$ cat src/design/msiva_pkg.sv
// Package for the MSI vector slot allocator.
// Holds mode and status codes, the slot entry layout, the config bundle and the sequencer states.
// No dependencies.
package msiva_pkg;

    localparam logic [2:0] MODE_ALLOC_RUN   = 3'd0;
    localparam logic [2:0] MODE_RELEASE_RUN = 3'd1;
    localparam logic [2:0] MODE_ALLOC_ONE   = 3'd2;
    localparam logic [2:0] MODE_RELEASE_ONE = 3'd3;
    localparam logic [2:0] MODE_LOOKUP      = 3'd4;

    localparam logic [2:0] STAT_OK        = 3'd0;
    localparam logic [2:0] STAT_NOT_READY = 3'd1;
    localparam logic [2:0] STAT_INVALID   = 3'd2;
    localparam logic [2:0] STAT_NO_SPACE  = 3'd3;
    localparam logic [2:0] STAT_BUSY      = 3'd4;

    localparam logic [1:0] REG_ITS_READY    = 2'd0;
    localparam logic [1:0] REG_DOORBELL     = 2'd1;
    localparam logic [1:0] REG_FIRST_VECTOR = 2'd2;

    // Vector arithmetic width: 24-bit vector plus a slot offset, without wrap
    localparam int VEC_EXT_W = 25;

    localparam logic [23:0] FIRST_VECTOR_RST = 24'd8192;

    typedef struct packed {
        logic        used;
        logic        single;
        logic [31:0] owner;
        logic [10:0] evt_num;
    } slot_t;

    typedef struct packed {
        logic        its_ready;
        logic [47:0] doorbell;
        logic [23:0] first_vector;
    } cfg_t;

    typedef enum logic [3:0] {
        ST_CLEAR,
        ST_IDLE,
        ST_RUN_SCAN,
        ST_RUN_FILL,
        ST_REL_SCAN,
        ST_ONE_SCAN,
        ST_SLOT_CHK,
        ST_FINISH
    } state_t;

endpackage

$ cat src/design/msiva_seq.sv
// Sequencer: scans, updates and checks the slot table, and holds the result register.
// Depends on msiva_pkg; drives the ports of msiva_slot_ram.
module msiva_seq #(
    parameter int NUM_SLOTS = 1024
) (
    input  logic                           clk,
    input  logic                           rst_n,
    input  msiva_pkg::cfg_t                cfg,
    input  logic                           in_valid,
    output logic                           in_stall,
    input  logic [2:0]                     mode,
    input  logic [31:0]                    dev_id,
    input  logic [15:0]                    count,
    input  logic [10:0]                    event_vector,
    input  logic [23:0]                    vector_in,
    output logic                           out_valid,
    input  logic                           out_stall,
    output logic [2:0]                     status,
    output logic [23:0]                    vector_out,
    output logic [47:0]                    msg_addr,
    output logic [10:0]                    msg_data,
    output logic                           ram_we,
    output logic [$clog2(NUM_SLOTS)-1:0]   ram_waddr,
    output msiva_pkg::slot_t               ram_wdata,
    output logic [$clog2(NUM_SLOTS)-1:0]   ram_raddr,
    input  msiva_pkg::slot_t               ram_rdata
);
    import msiva_pkg::*;

    localparam int IDX_W = $clog2(NUM_SLOTS);
    localparam int CNT_W = IDX_W + 1;
    localparam logic [CNT_W-1:0] NUM_C  = CNT_W'(NUM_SLOTS);
    localparam logic [IDX_W-1:0] LAST_I = IDX_W'(NUM_SLOTS - 1);

    state_t state_reg, state_next;

    logic [2:0]       mode_reg, mode_next;
    logic [31:0]      dev_reg, dev_next;
    logic [15:0]      count_reg, count_next;
    logic [10:0]      ev_reg, ev_next;
    logic [23:0]      vin_reg, vin_next;
    logic [CNT_W-1:0] rd_cnt_reg, rd_cnt_next;
    logic             pend_reg, pend_next;
    logic [IDX_W-1:0] chk_idx_reg, chk_idx_next;
    logic [CNT_W-1:0] run_len_reg, run_len_next;
    logic [IDX_W-1:0] start_reg, start_next;
    logic             busy_reg, busy_next;
    logic             free_reg, free_next;
    logic [CNT_W-1:0] fill_reg, fill_next;
    logic [2:0]       res_status_reg, res_status_next;
    logic [23:0]      res_vec_reg, res_vec_next;
    logic [47:0]      res_addr_reg, res_addr_next;
    logic [10:0]      res_data_reg, res_data_next;
    logic             out_valid_reg, out_valid_next;
    logic [2:0]       out_status_reg, out_status_next;
    logic [23:0]      out_vec_reg, out_vec_next;
    logic [47:0]      out_addr_reg, out_addr_next;
    logic [10:0]      out_data_reg, out_data_next;

    logic                 in_accept;
    logic                 out_free;
    logic                 cnt_bad;
    logic                 rel_bad;
    logic                 in_tbl;
    logic [IDX_W-1:0]     idx_in;
    logic [VEC_EXT_W-1:0] fv_ext;
    logic [VEC_EXT_W-1:0] vin_ext;
    logic [VEC_EXT_W-1:0] slot_vec;
    logic                 chk_last;
    logic                 clear_last;
    logic [CNT_W-1:0]     run_len_inc;
    logic                 run_hit;
    logic [IDX_W-1:0]     run_start;
    logic                 fill_last;
    logic                 rel_match;
    logic                 one_busy;
    logic                 slot_hit;

    // Shared decode of the request and of the word under check
    assign in_stall    = (state_reg != ST_IDLE);
    assign in_accept   = in_valid & ~in_stall;
    assign out_free    = ~out_valid_reg | ~out_stall;
    assign fv_ext      = VEC_EXT_W'(cfg.first_vector);
    assign vin_ext     = VEC_EXT_W'(vector_in);
    assign cnt_bad     = (count == 16'd0) || ({1'b0, count} > 17'(NUM_SLOTS));
    assign rel_bad     = (count == 16'd0) || (vector_in < cfg.first_vector);
    assign in_tbl      = (vin_ext >= fv_ext) && (vin_ext < fv_ext + VEC_EXT_W'(NUM_SLOTS));
    assign idx_in      = IDX_W'(vector_in - cfg.first_vector);
    assign chk_last    = pend_reg && (chk_idx_reg == LAST_I);
    assign clear_last  = (rd_cnt_reg[IDX_W-1:0] == LAST_I);
    assign run_len_inc = run_len_reg + 1'b1;
    assign run_hit     = pend_reg && !ram_rdata.used && (run_len_inc == CNT_W'(count_reg));
    assign run_start   = (run_len_reg == '0) ? chk_idx_reg : start_reg;
    assign fill_last   = (fill_reg + 1'b1) == CNT_W'(count_reg);
    assign slot_vec    = fv_ext + VEC_EXT_W'(chk_idx_reg);
    assign rel_match   = pend_reg && (slot_vec >= VEC_EXT_W'(vin_reg))
                         && (slot_vec < VEC_EXT_W'(vin_reg) + VEC_EXT_W'(count_reg))
                         && ram_rdata.used && !ram_rdata.single
                         && (ram_rdata.owner == dev_reg);
    assign one_busy    = pend_reg && ram_rdata.used && (ram_rdata.owner == dev_reg)
                         && (ram_rdata.evt_num == ev_reg);
    assign slot_hit    = ram_rdata.used && ram_rdata.single && (ram_rdata.owner == dev_reg);

    // Next state
    always_comb
    begin
        state_next = state_reg;
        unique case (state_reg)
            ST_CLEAR:
            begin
                if (clear_last)
                begin
                    state_next = ST_IDLE;
                end
            end
            ST_IDLE:
            begin
                if (in_accept)
                begin
                    state_next = ST_FINISH;
                    case (mode)
                        MODE_ALLOC_RUN:
                        begin
                            if (cfg.its_ready && !cnt_bad)
                            begin
                                state_next = ST_RUN_SCAN;
                            end
                        end
                        MODE_RELEASE_RUN:
                        begin
                            if (!rel_bad)
                            begin
                                state_next = ST_REL_SCAN;
                            end
                        end
                        MODE_ALLOC_ONE:
                        begin
                            if (cfg.its_ready)
                            begin
                                state_next = ST_ONE_SCAN;
                            end
                        end
                        MODE_RELEASE_ONE, MODE_LOOKUP:
                        begin
                            if (in_tbl)
                            begin
                                state_next = ST_SLOT_CHK;
                            end
                        end
                        default:
                        begin
                            state_next = ST_FINISH;
                        end
                    endcase
                end
            end
            ST_RUN_SCAN:
            begin
                if (run_hit)
                begin
                    state_next = ST_RUN_FILL;
                end
                else if (chk_last)
                begin
                    state_next = ST_FINISH;
                end
            end
            ST_RUN_FILL:
            begin
                if (fill_last)
                begin
                    state_next = ST_FINISH;
                end
            end
            ST_REL_SCAN, ST_ONE_SCAN:
            begin
                if (chk_last)
                begin
                    state_next = ST_FINISH;
                end
            end
            ST_SLOT_CHK:
            begin
                state_next = ST_FINISH;
            end
            ST_FINISH:
            begin
                if (out_free)
                begin
                    state_next = ST_IDLE;
                end
            end
            default:
            begin
                state_next = ST_IDLE;
            end
        endcase
    end

    // Datapath, memory port and result staging
    always_comb
    begin
        mode_next       = mode_reg;
        dev_next        = dev_reg;
        count_next      = count_reg;
        ev_next         = ev_reg;
        vin_next        = vin_reg;
        rd_cnt_next     = rd_cnt_reg;
        pend_next       = pend_reg;
        chk_idx_next    = chk_idx_reg;
        run_len_next    = run_len_reg;
        start_next      = start_reg;
        busy_next       = busy_reg;
        free_next       = free_reg;
        fill_next       = fill_reg;
        res_status_next = res_status_reg;
        res_vec_next    = res_vec_reg;
        res_addr_next   = res_addr_reg;
        res_data_next   = res_data_reg;
        out_valid_next  = out_valid_reg & out_stall;
        out_status_next = out_status_reg;
        out_vec_next    = out_vec_reg;
        out_addr_next   = out_addr_reg;
        out_data_next   = out_data_reg;
        ram_we          = 1'b0;
        ram_waddr       = chk_idx_reg;
        ram_wdata       = ram_rdata;
        ram_raddr       = (state_reg == ST_IDLE) ? idx_in : rd_cnt_reg[IDX_W-1:0];

        // Scan address issue: one slot read per cycle, each checked in the following cycle
        if (state_reg == ST_RUN_SCAN || state_reg == ST_REL_SCAN || state_reg == ST_ONE_SCAN)
        begin
            pend_next    = (rd_cnt_reg < NUM_C);
            rd_cnt_next  = rd_cnt_reg + CNT_W'(rd_cnt_reg < NUM_C);
            chk_idx_next = rd_cnt_reg[IDX_W-1:0];
        end

        case (state_reg)
            ST_CLEAR:
            begin
                // Sweep the table clearing used bits
                ram_we         = 1'b1;
                ram_waddr      = rd_cnt_reg[IDX_W-1:0];
                ram_wdata      = '0;
                rd_cnt_next    = rd_cnt_reg + 1'b1;
                out_valid_next = 1'b0;
            end
            ST_IDLE:
            begin
                if (in_accept)
                begin
                    mode_next       = mode;
                    dev_next        = dev_id;
                    count_next      = count;
                    ev_next         = event_vector;
                    vin_next        = vector_in;
                    rd_cnt_next     = '0;
                    pend_next       = 1'b0;
                    run_len_next    = '0;
                    busy_next       = 1'b0;
                    free_next       = 1'b0;
                    fill_next       = '0;
                    res_status_next = STAT_OK;
                    res_vec_next    = '0;
                    res_addr_next   = '0;
                    res_data_next   = '0;
                    case (mode)
                        MODE_ALLOC_RUN:
                        begin
                            if (!cfg.its_ready)
                            begin
                                res_status_next = STAT_NOT_READY;
                            end
                            else if (cnt_bad)
                            begin
                                res_status_next = STAT_INVALID;
                            end
                        end
                        MODE_RELEASE_RUN:
                        begin
                            if (rel_bad)
                            begin
                                res_status_next = STAT_INVALID;
                            end
                        end
                        MODE_ALLOC_ONE:
                        begin
                            if (!cfg.its_ready)
                            begin
                                res_status_next = STAT_NOT_READY;
                            end
                        end
                        MODE_RELEASE_ONE:
                        begin
                            res_status_next = STAT_OK;
                        end
                        MODE_LOOKUP:
                        begin
                            if (!in_tbl)
                            begin
                                res_status_next = STAT_INVALID;
                            end
                        end
                        default:
                        begin
                            res_status_next = STAT_INVALID;
                        end
                    endcase
                end
            end
            ST_RUN_SCAN:
            begin
                // Track the current stretch of free slots
                if (pend_reg)
                begin
                    if (ram_rdata.used)
                    begin
                        run_len_next = '0;
                    end
                    else
                    begin
                        run_len_next = run_len_inc;
                        start_next   = run_start;
                    end
                end
                if (!run_hit && chk_last)
                begin
                    res_status_next = STAT_NO_SPACE;
                end
            end
            ST_RUN_FILL:
            begin
                // Claim the run, numbering events from zero
                ram_we            = 1'b1;
                ram_waddr         = start_reg + IDX_W'(fill_reg);
                ram_wdata.used    = 1'b1;
                ram_wdata.single  = 1'b0;
                ram_wdata.owner   = dev_reg;
                ram_wdata.evt_num = 11'(fill_reg);
                fill_next         = fill_reg + 1'b1;
                if (fill_last)
                begin
                    res_status_next = STAT_OK;
                    res_vec_next    = cfg.first_vector + 24'(start_reg);
                    res_addr_next   = cfg.doorbell;
                    res_data_next   = '0;
                end
            end
            ST_REL_SCAN:
            begin
                // Free matching run slots in place
                if (rel_match)
                begin
                    ram_we         = 1'b1;
                    ram_wdata.used = 1'b0;
                end
            end
            ST_ONE_SCAN:
            begin
                // Look for a duplicate event and the lowest free slot
                if (one_busy)
                begin
                    busy_next = 1'b1;
                end
                if (pend_reg && !ram_rdata.used && !free_reg)
                begin
                    free_next  = 1'b1;
                    start_next = chk_idx_reg;
                end
                if (chk_last)
                begin
                    if (busy_reg || one_busy)
                    begin
                        res_status_next = STAT_BUSY;
                    end
                    else if (!free_reg && ram_rdata.used)
                    begin
                        res_status_next = STAT_NO_SPACE;
                    end
                    else
                    begin
                        ram_we            = 1'b1;
                        ram_waddr         = free_reg ? start_reg : chk_idx_reg;
                        ram_wdata.used    = 1'b1;
                        ram_wdata.single  = 1'b1;
                        ram_wdata.owner   = dev_reg;
                        ram_wdata.evt_num = ev_reg;
                        res_status_next   = STAT_OK;
                        res_vec_next      = cfg.first_vector
                                            + 24'(free_reg ? start_reg : chk_idx_reg);
                        res_addr_next     = cfg.doorbell;
                        res_data_next     = ev_reg;
                    end
                end
            end
            ST_SLOT_CHK:
            begin
                ram_waddr = IDX_W'(vin_reg - cfg.first_vector);
                if (mode_reg == MODE_RELEASE_ONE)
                begin
                    if (slot_hit)
                    begin
                        ram_we         = 1'b1;
                        ram_wdata.used = 1'b0;
                    end
                end
                else if (!ram_rdata.used)
                begin
                    res_status_next = STAT_INVALID;
                end
                else if (!cfg.its_ready)
                begin
                    res_status_next = STAT_NOT_READY;
                end
                else
                begin
                    res_vec_next  = vin_reg;
                    res_addr_next = cfg.doorbell;
                    res_data_next = ram_rdata.evt_num;
                end
            end
            ST_FINISH:
            begin
                // Hand the item to the output register once it is free
                if (out_free)
                begin
                    out_valid_next  = 1'b1;
                    out_status_next = res_status_reg;
                    out_vec_next    = res_vec_reg;
                    out_addr_next   = res_addr_reg;
                    out_data_next   = res_data_reg;
                end
            end
            default:
            begin
                ram_we = 1'b0;
            end
        endcase
    end

    // Control registers
    always_ff @(posedge clk or negedge rst_n)
    begin
        if (!rst_n)
        begin
            state_reg     <= ST_CLEAR;
            rd_cnt_reg    <= '0;
            pend_reg      <= 1'b0;
            out_valid_reg <= 1'b0;
        end
        else
        begin
            state_reg     <= state_next;
            rd_cnt_reg    <= rd_cnt_next;
            pend_reg      <= pend_next;
            out_valid_reg <= out_valid_next;
        end
    end

    // Payload registers
    always_ff @(posedge clk)
    begin
        mode_reg       <= mode_next;
        dev_reg        <= dev_next;
        count_reg      <= count_next;
        ev_reg         <= ev_next;
        vin_reg        <= vin_next;
        chk_idx_reg    <= chk_idx_next;
        run_len_reg    <= run_len_next;
        start_reg      <= start_next;
        busy_reg       <= busy_next;
        free_reg       <= free_next;
        fill_reg       <= fill_next;
        res_status_reg <= res_status_next;
        res_vec_reg    <= res_vec_next;
        res_addr_reg   <= res_addr_next;
        res_data_reg   <= res_data_next;
        out_status_reg <= out_status_next;
        out_vec_reg    <= out_vec_next;
        out_addr_reg   <= out_addr_next;
        out_data_reg   <= out_data_next;
    end

    assign out_valid  = out_valid_reg;
    assign status     = out_status_reg;
    assign vector_out = out_vec_reg;
    assign msg_addr   = out_addr_reg;
    assign msg_data   = out_data_reg;

endmodule

$ cat config.mk
export PLATFORM = sky130hd
export DESIGN_NAME = msiva_seq
export DESIGN_NICKNAME = d
export VERILOG_FILES = /design/src/design/msiva_pkg.sv /design/src/design/msiva_seq.sv
export SDC_FILE = /design/constraint.sdc
export NUM_CORES = 1
export LEC_CHECK = 0
export ABC_AREA = 1
export ABC_CLOCK_PERIOD_IN_PS = 7900
export BUFFER_PORTS_ARGS = -buffer_cell sky130_fd_sc_hd__buf_4
export CAP_MARGIN = 5
export CELL_PAD_IN_SITES_DETAIL_PLACEMENT = 1
export CELL_PAD_IN_SITES_GLOBAL_PLACEMENT = 1
export CORE_MARGIN = 8
export CORE_UTILIZATION = 43
export CTS_CLUSTER_SIZE = 8
export DETAILED_ROUTE_END_ITERATION = 6
export GPL_ROUTABILITY_DRIVEN = 0
export PLACE_DENSITY_LB_ADDON = 0.1
export SLEW_MARGIN = 20
export SYNTH_ARGS = -nofsm -noshare
export SYNTH_HDL_FRONTEND = slang
export SYNTH_SLANG_ARGS = --single-unit
$ cat constraint.sdc
create_clock -name clk -period 7.9 [get_ports clk]
set_clock_uncertainty 0.2 [all_clocks]
set_input_delay 0.395 -clock clk [delete_from_list [all_inputs] [get_ports clk]]
set_output_delay 0.395 -clock clk [all_outputs]
set_load 0.005 [all_outputs]
==> impl_metrics.env <==
export IMPL_timing_hold_ws_ns=0.0334
export IMPL_grt_first_pass_wirelength_mm=131
export IMPL_grt_start_max_net_pins=72
export IMPL_synth_edf_count=302
export IMPL_clock_fmax_mhz=184
export IMPL_synth_compound_area_frac=0.0874
export IMPL_drt_drc=0
export IMPL_1st_iter_drt_viols=1512
export IMPL_floorplan_initialDensity=0.432
export IMPL_synth_async_sr_flop_share=0.0533
export IMPL_route_final_wire_length_mm=86.6
export IMPL_vias_in_the_first_global_route=22100
export IMPL_place_port_buffers=361
export IMPL_synth_top_family_by_area="simple AND/OR/NAND/NOR gates"
export IMPL_clock_tree_htree_level_count=2
export IMPL_synth_xor_area_share=0.0347
export IMPL_clock_insertion_delay_worst_skew_ns=0.62
export IMPL_setup_tns_ns=0
export IMPL_syn_mean_instance_area_um2=8.39
export IMPL_synth_largest_area_cell="sky130_fd_sc_hd__edfxtp_1"
export IMPL_wire_per_inst_um=23.0
export IMPL_worst_path_top_cell_family_by_delay="compound AO/OA/AOI/OAI gates"
export IMPL_chipWidth_um=239
export IMPL_post_route_period_util=0.689
export IMPL_finalSetupViolCount=0
export IMPL_detailedPlacementHpwl_mm=63.8
export IMPL_multiplexer_share_of_the_synthesized_area=0.00233
export IMPL_slowest_stage="sky130_fd_sc_hd__a21oi_2"
export IMPL_routed_via_count=20700
export IMPL_fp_coreArea_um2=49800
export IMPL_syn2layout_area_growth_pct=28.3
export IMPL_worst_slew_pin_transition_ns=1.09
export IMPL_firstDrtPassIters=7
export IMPL_num_fill_cells=5884
export IMPL_detail_route_antenna_nets=0
export IMPL_result_of_the_run="finished clean"
export IMPL_syn_instance_count=2561
export IMPL_vias_per_cell=5.50
export IMPL_normalized_max_slew_margin=0.271
export IMPL_finalPower_mw=6.84
export IMPL_globalRoute_totalOverflow=0
export IMPL_die_h_um=239
export IMPL_rsz_0062_raised_after_global_routing="false"
export IMPL_timing_hold_worst_class="primary input to asynchronous set/reset pin"
export IMPL_delay_of_the_slowest_critical_path_stage_ns=0.52
export IMPL_synth_area_top_cells="sky130_fd_sc_hd__edfxtp_1, sky130_fd_sc_hd__nand2_1, sky130_fd_sc_hd__ha_1, sky130_fd_sc_hd__inv_1, sky130_fd_sc_hd__nor2_1"
export IMPL_worstPathRequired_ns=7.30
export IMPL_path_class="flip-flop to output port"
export IMPL_setup_worst_path_end_class="output port"
export IMPL_io_pins=362
export IMPL_crit_path_buffers_inverters=3
export IMPL_p_leak_nw=12.6
export IMPL_clk_pin_slew_ns=0.06
export IMPL_cp_data_arrival_time_ns=4.85
export IMPL_cts_sinks=319
export IMPL_clock_tree_root_cell="sky130_fd_sc_hd__clkbuf_16"
export IMPL_syn_num_nets=2922
export IMPL_die_area_um2=57400
export IMPL_worstPathCellList="ha_1, a21oi_1, o21ai_0, a21oi_2, o21ai_1, a21oi_2, mux2i_1, ha_1, nand2_1, inv_1, nand3_1, inv_1, a21oi_1, nand2_1, nand2_1, nand3_1, a21oi_1, nand3_1, buf_4"
export IMPL_antenna_violations_before_repair=8
export IMPL_largest_fanout_on_the_critical_path=8
export IMPL_yosys_warnings=0
export IMPL_most_used_flip_flop_cell_after_synthesis="sky130_fd_sc_hd__edfxtp_1"
export IMPL_final_min_clock_period_ns=5.44
export IMPL_vdd_drop_max_v=0.000185
export IMPL_seq_area_frac_synth=0.442
export IMPL_synthSimpleGateAreaFrac=0.261
export IMPL_postSynthRegisterBits=319
export IMPL_num_nets_final=3429
export IMPL_tritoncts_num_buffers=46
export IMPL_cts_max_path_buffers=3
export IMPL_synth_top_cell_area_share=0.422
export IMPL_max_cap_viol_count=0
export IMPL_gr_usage_all_layers=0.294
export IMPL_total_power_divided_by_cell_area_nw_per_um2=248
export IMPL_final_max_tran_viols=0
export IMPL_final_hold_viol_count=0
export IMPL_num_rows=82
export IMPL_postCtsSetupRepairBufs=0
export IMPL_synth_lib_cells_used_distinct=61
export IMPL_layout_drive_gt1_share=0.189
export IMPL_synth_fa_ha_area_frac=0.0912
export IMPL_crit_path_start_kind="flip-flop"
export IMPL_tritoncts="built"
export IMPL_synth_area_um2=21500
-- cell usage in the layout, fill, tap and decap left out, types with 8 or more instances in the layout --
| master | synthesis | layout |
|---|---|---|
| sky130_fd_sc_hd__o211ai_1 | 11 | 11 |
| sky130_fd_sc_hd__inv_1 | 363 | 363 |
| sky130_fd_sc_hd__edfxtp_1 | 302 | 302 |
| sky130_fd_sc_hd__xor2_1 | 65 | 65 |
| sky130_fd_sc_hd__clkbuf_1 | 28 | 9 |
| sky130_fd_sc_hd__o22ai_1 | 30 | 30 |
| sky130_fd_sc_hd__nor3_1 | 23 | 23 |
| sky130_fd_sc_hd__o21ai_0 | 112 | 112 |
| sky130_fd_sc_hd__nand3_1 | 122 | 122 |
| sky130_fd_sc_hd__a21oi_1 | 118 | 116 |
| sky130_fd_sc_hd__nand4_1 | 58 | 58 |
| sky130_fd_sc_hd__buf_4 | 0 | 372 |
| sky130_fd_sc_hd__o21ai_1 | 12 | 12 |
| sky130_fd_sc_hd__inv_2 | 22 | 22 |
| sky130_fd_sc_hd__dlygate4sd3_1 | 0 | 141 |
| sky130_fd_sc_hd__clkbuf_16 | 0 | 46 |
| sky130_fd_sc_hd__xnor2_1 | 20 | 20 |
| sky130_fd_sc_hd__o21bai_1 | 8 | 8 |
| sky130_fd_sc_hd__nand2_1 | 681 | 681 |
| sky130_fd_sc_hd__dfrtp_1 | 17 | 17 |
| sky130_fd_sc_hd__nor2_1 | 195 | 192 |
| sky130_fd_sc_hd__nand3_2 | 63 | 63 |
| sky130_fd_sc_hd__nor2_4 | 5 | 10 |
| sky130_fd_sc_hd__a31oi_1 | 8 | 8 |
| sky130_fd_sc_hd__ha_1 | 147 | 147 |
| sky130_fd_sc_hd__nand2_2 | 40 | 40 |
-- report_power, final --
part	internal, mW	leakage, nW	switching [mW]
logic	0.870	8.95	1.54
registers	2.32	3.00	0.235
clock network	1.05	0.617	0.810
total	4.25	12.6	2.59
-- metal layers --
metal | global-route usage | share of wire
met5 | 0 | 0.00027
met4 | 0.113 | 0.038
met3 | 0.0438 | 0.057
met2 | 0.512 | 0.49
met1 | 0.366 | 0.41
-- Yosys cell counts, types with 5 or more instances --
cell type and count:
sky130_fd_sc_hd__nand3_2 63, sky130_fd_sc_hd__o21ai_0 112, sky130_fd_sc_hd__nor2_2 8, sky130_fd_sc_hd__mux2i_1 5, sky130_fd_sc_hd__inv_1 363, sky130_fd_sc_hd__inv_2 22
sky130_fd_sc_hd__buf_2 19, sky130_fd_sc_hd__clkbuf_1 28, sky130_fd_sc_hd__nor4_1 6, sky130_fd_sc_hd__o211ai_1 11, sky130_fd_sc_hd__xor2_1 65, sky130_fd_sc_hd__dfrtp_1 17
sky130_fd_sc_hd__fa_1 6, sky130_fd_sc_hd__a21oi_1 118, sky130_fd_sc_hd__ha_1 147, sky130_fd_sc_hd__o22ai_1 30, sky130_fd_sc_hd__a31oi_1 8, sky130_fd_sc_hd__nor3_1 23
sky130_fd_sc_hd__nand2_2 40, sky130_fd_sc_hd__o21bai_1 8, sky130_fd_sc_hd__o21ai_1 12, sky130_fd_sc_hd__o21a_1 6, sky130_fd_sc_hd__nand4_1 58, sky130_fd_sc_hd__edfxtp_1 302
sky130_fd_sc_hd__nand3_1 122, sky130_fd_sc_hd__nor2_1 195, sky130_fd_sc_hd__nor2_4 5, sky130_fd_sc_hd__nand2_1 681, sky130_fd_sc_hd__xnor2_1 20, sky130_fd_sc_hd__nand3b_1 5
-- worst paths after layout --
check | start | end | slack [ns] | depth (start not counted)
worst max-delay path | chk_idx_reg[4] | ram_wdata[44] | 2.46 | 19
worst min-delay path | rst_n | rd_cnt_reg[1] | 0.03 | 2
worst max register to register | state_reg[3] | res_vec_reg[20] | 2.87 | 20
worst min register to register | res_vec_reg[8] | vector_out[8] | 0.21 | 0
max in group asynchronous | rst_n | rd_cnt_reg[7] | 7.26 | 2
min in group clk | cfg[17] | res_vec_reg[17] | 0.05 | 4
-- per-stage QoR --
stage                util  instance area (um^2)  setup slack, ns  cells
floorplan               -                 21500             1.59   2561
CTS                 0.554                 27500             2.49   3753
finish              0.554                 27600             2.46   3760
global placement    0.499                 24900             3.19   3551
detailed placement  0.500                 24900             3.01   3551
global route        0.554                 27600             2.19   3758
-- cell families (layout without fill, tap and decap cells) --
kind of cell,Yosys count,in the layout
and+or+nand+nor,1223,1223
muxes,5,5
adders and majority gates,153,153
DFF,319,319
AOI/OAI and AO/OA,334,334
other,1,8
buffers and inverters,441,961
xor gates and xnor gates,85,85
-- area by class of cell --
cell class	instances	area [um^2]	area share
Antenna cell	7	17.5	0.000635
Clock buffer	55	1180	0.0430
Clock inverter	6	92.6	0.00336
Inverter	387	1450	0.0527
Multi-Input combinational cell	1801	10300	0.373
Sequential cell	319	9490	0.344
Tap cell	672	841	0.0305
Timing Repair Buffer	513	4200	0.153
-- what timing repair did --
item / CTS / global route
gates resized for setup: 0 / 0
hold buffers: 141 / 0
endpoints found under the hold margin: 157 / 0
Note: power is estimated with default switching activity, not from simulation.
